$ cat src/rtl/assert_macros.svh
// Assertion macros used by the top-level RTL file.
`ifndef ASSERT_MACROS_SVH
`define ASSERT_MACROS_SVH

// Same-cycle implication, disabled while in reset.
`define AST_IMPL(label, ante, cons) \
  label: assert property (@(posedge clk_i) disable iff (!rst_ni) (ante) |-> (cons)) \
    else $error("assertion failed");

// Next-cycle implication, disabled while in reset.
`define AST_NEXT(label, ante, cons) \
  label: assert property (@(posedge clk_i) disable iff (!rst_ni) (ante) |=> (cons)) \
    else $error("assertion failed");

`endif

$ cat src/rtl/pat_ram.sv
// Generic single-port-write, single-port-read RAM with registered read data.
module pat_ram #(
  parameter int unsigned WIDTH = 8,
  parameter int unsigned DEPTH = 16,
  parameter int unsigned ADDR_W = (DEPTH > 1) ? $clog2(DEPTH) : 1
) (
  input  logic              clk_i,
  input  logic              we_i,
  input  logic [ADDR_W-1:0] waddr_i,
  input  logic [WIDTH-1:0]  wdata_i,
  input  logic [ADDR_W-1:0] raddr_i,
  output logic [WIDTH-1:0]  rdata_o
);

  logic [WIDTH-1:0] mem_q [DEPTH];
  logic [WIDTH-1:0] rdata_q;

  always_ff @(posedge clk_i) begin
    if (we_i) begin
      mem_q[waddr_i] <= wdata_i;
    end
    rdata_q <= mem_q[raddr_i];
  end

  assign rdata_o = rdata_q;

endmodule

$ cat config.mk
export PLATFORM = sky130hd
export DESIGN_NAME = pat_ram
export DESIGN_NICKNAME = d
export VERILOG_FILES = /design/src/rtl/assert_macros.svh /design/src/rtl/pat_ram.sv
export SDC_FILE = /design/constraint.sdc
export NUM_CORES = 1
export LEC_CHECK = 0
export BUFFER_PORTS_ARGS = -buffer_cell sky130_fd_sc_hd__buf_2
export CORE_ASPECT_RATIO = 1.4
export CORE_MARGIN = 2
export CORE_UTILIZATION = 42
export CTS_CLUSTER_SIZE = 10
export DETAILED_ROUTE_END_ITERATION = 8
export GPL_TIMING_DRIVEN = 0
export SLEW_MARGIN = 20
export SYNTH_ARGS = -nofsm -noshare
export SYNTH_HDL_FRONTEND = slang
export SYNTH_SLANG_ARGS = --single-unit
$ cat constraint.sdc
create_clock -name clk_i -period 1.7 [get_ports clk_i]
set_clock_uncertainty 0.05 [all_clocks]
set_input_delay 0.085 -clock clk_i [delete_from_list [all_inputs] [get_ports clk_i]]
set_output_delay 0.085 -clock clk_i [all_outputs]
set_load 0.05 [all_outputs]
# Word-level counts from Yosys, hierarchy flattened
# Memories as Yosys holds them, arrays and structs flattened. A register that Yosys moved wholly into a read port is not among the register bits.
# Cells that the tools add are included.
# W data, S select, Z words.
dict set report classes {
  muxes 2
}
# op n
set op_table {}
lappend op_table {{$mux W1} 2}
dict set report totals {
  reg_bits 0
  ram_bits 128
  input_bits 18
  out_inout_bits 8
  word_cells 3
  mem_count 1
}
# name words word_bits rd rd_clocked_by_memory_dff wr line_no
set mem_list {}
lappend mem_list {mem_q 16 8 1 1 1 pat_ram.sv:15} ;# logic [WIDTH-1:0] mem_q [DEPTH];

# Longest topological paths before layout
dict set report depth {
  word_depth 2
  depth_mapped 5
  depth_no_buf 3
}

# Worst setup path before layout
# OpenSTA, ideal clock, no wires.
dict set report synth_path {
  kind {input port to flip-flop}
  from {input waddr_i[2]}
  to {memory mem_q[0][0] (enable)}
  setup_time_ns 0.383
  arrival_time_ns 1.195
  required_ns 1.267
  setup_slack_ns 0.072
  cell_stages 2
  path_buffers 0
  cell_sequence {or3b_2 > nor3_1}
}
# item line_no
set synth_lines {}
lappend synth_lines {{from (decl)} pat_ram.sv:9} ;# input logic [ADDR_W-1:0] waddr_i,
lappend synth_lines {{to (decl)} pat_ram.sv:15}
# No word-level cell before the write port.

==> summary.txt <==
Run status = complete, no violations
Crit-path max FO = 1
Pwr dens = 1260 nW/um2
Final-stage net count = 290
Area share of the leading cell type in the synthesized netlist = 74.7%
Hold Path Cell Cnt = 1
Main area contributors after synthesis = edfxtp_1 75%, mux4_2 7.9%, mux4_1 7.1%, dfxtp_1 3.1%, a22oi_1 2.3%
Clk Latency, worst-skew pair = 0.41 ns
Netlist cell types = 19
Net count after synthesis = 247
Post-synth EDFFs = 128
CTS Buffer Depth = 2
Layout cell share with drive strength beyond 1 = 30.2%
Num CTS Buffers = 17
CTS clk-pin slew, worst paths = 0.06 ns
CP Capture Type = flop
Post-synth ARST share = 0%
Die width = 97.6 um
CP startpoint kind = flop
Slew headroom = 44.7%
CTS root buffer = clkbuf_16
# resized after CTS = 0
I/O pin cnt = 26
Ys flop type = edfxtp_1
P&R area growth vs syn = 17.0%
Worst min-delay path class = in2reg
Unrepaired setup endpoints after global routing = false
Warnings from Yosys = 0
Comb pwr share = 5.7%
GRT Total Usage = 15.8%
Pleak = 2.02 nW
CP Class = reg2reg
Peak Freq = 674 MHz
Setup Buffers After CTS = 0
Cts hold-fix bufs = 0
CTS tree = built
Initial Util = 43.3%
Register-to-register setup slack = 0.22 ns
Max Cap Violations = 0
First-pass detailed-route iteration total = 4
Pin count of the biggest net entering global routing = 17
Fin. max-slew vios = 0
Setup TNS = 0 ns
Final Wtd Congestion = 0.770
Vias in the first global route = 2427
Worst Tran Pin Value = 0.826 ns
P_int = 6.01 mW
Sequential Power Share = 49.7%
Mean post-synth cell area = 22.5 um2
Clock Power Share = 44.6%
Synth cell count leaders = 128 x edfxtp_1, 18 x mux4_2, 16 x a22oi_1
Diode count = 0
#FFs+latches synth = 136
Wire per inst = 22.5 um
HPWL after DPL = 6.38 mm
Post-synthesis sequential area ratio = 77.8%
Grt total ovfl = 0
Final Hold Fails = 0
Critical path arrival = 1.73 ns
Final non-filler cell total = 432
Routed WL = 9.72 mm
Finish-stage setup viols = 0
Mapped cell area = 5150 um2
Most common cell in the synthesized netlist = edfxtp_1
Core ar. = 11900 um2
Fillers = 965
Vias per inst = 5.51
Sw Share = 20.7%
WP data required = 1.95 ns
Maximum vdd drop = 755 uV
DR DRC count = 0
Row count = 47
Fin crit share = 87.2%
Minimum clock period = 1.48 ns
Starting DRT DRC Count = 212
Post-synth top area cell = edfxtp_1
Vias = 2379
Count of port buffers added during placement = 24
Antenna violations before repair = 0
Net switching power = 1.57 mW
Placed insts = 400
Mapped Cells = 229
Register-to-Register Path Depth = 3
Die Height = 135 um
# H-tree levels = 4
First-pass GRT wire length = 14.5 mm
ANT nets after route = 0
TritonCTS Sinks = 136
Die Footprint = 13200 um2
[sequential cells by signal, indices dropped and copies added (netlist names)]
signal	flops
mem_q	128
rdata_o	8
[placed cells by master (no fill, tap or decap)]
master           instances
a22oi_1                 16
and2_1                   1
and2b_1                  1
buf_2                   27
buf_4                    1
buf_6                    3
bufinv_16                1
clkbuf_1                 3
clkbuf_16               17
clkbuf_8                 3
clkdlybuf4s25_2          3
clkinv_2                 6
clkinvlp_4               2
dfxtp_1                  8
edfxtp_1               128
mux4_1                  14
mux4_2                  18
nand2_1                  9
nand2b_1                 2
nand3_1                  1
nand3b_1                 2
nor2_1                  13
nor2b_1                  1
nor3_2                   4
or3b_2                   1
[cell type report]
cell class | count | area, um2 | area share [%]
plain buffers | 10 | 86.3 | 1.43
clock buffers | 23 | 478 | 7.93
clock inverters | 9 | 75.1 | 1.25
multi-input cells | 83 | 1080 | 17.9
flip-flops and latches | 136 | 4000 | 66.5
well taps | 147 | 184 | 3.05
repair buffers | 24 | 120 | 1.99
[critical path, stage by stage (launching register included)]
cell and delay (ns):
edfxtp_1 0.37, mux4_1 0.54, a22oi_1 0.32, nand2_1 0.09
[metal layers]
| metal | track usage, % | up-vias | wire [um] | part of all wire [%] |
|---|---|---|---|---|
| li1 | - | 1056 | - | - |
| met1 | 19.2 | 1234 | 3970 | 41 |
| met2 | 26.2 | 71 | 5060 | 52 |
| met3 | 4.92 | 18 | 455 | 4.7 |
| met4 | 7.18 | 0 | 230 | 2.4 |
| met5 | 0 | - | 0 | 0 |
[power by group through the flow]
stage | sequential, mW | clock [mW] | combinational (mW)
after floorplan | 3.91 | 0 | 0.190
after global placement | 3.83 | 0 | 0.433
after detailed placement | 3.84 | 0 | 0.444
after CTS | 3.77 | 3.43 | 0.444
after global routing | 3.77 | 3.55 | 0.465
final | 3.77 | 3.38 | 0.434
[kinds of logic (layout without fill, tap and decap cells)]
logic type | after synthesis | count (layout) | synth area share [%]
flip-flops | 136 | 136 | 77.8
AND/OR/NAND/NOR | 35 | 35 | 3.18
multiplexers | 32 | 32 | 15.0
AO/OA/AOI/OAI | 16 | 16 | 2.33
buffers and inverters | 10 | 66 | 1.68
[path summary, 6_finish.rpt]
kind	start	endpoint
setup / recovery	mem_q[0][0]	rdata_o[0]
hold / removal	wdata_i[5]	mem_q[0][5]
setup reg to reg	mem_q[0][0]	rdata_o[0]
hold reg to reg	mem_q[12][0]	rdata_o[0]
[per-stage QoR]
stage / cell area [um2] / utilization, % / worst slack, ns / power (mW) / hold slack (ns)
CTS: 6020 / 50.7 / 0.220 / 7.64 / 0.00494
floorplan: 5150 / - / 0.0721 / 4.10 / 0.134
finish: 6020 / 50.7 / 0.217 / 7.58 / 0.0219
global route: 6020 / 50.7 / 0.175 / 7.79 / 0.0245
detailed placement: 5470 / 46.1 / -0.151 / 4.28 / 0.452
global placement: 5450 / 45.9 / -0.532 / 4.26 / 0.437
No activity file was read; power rests on OpenSTA's default activity.
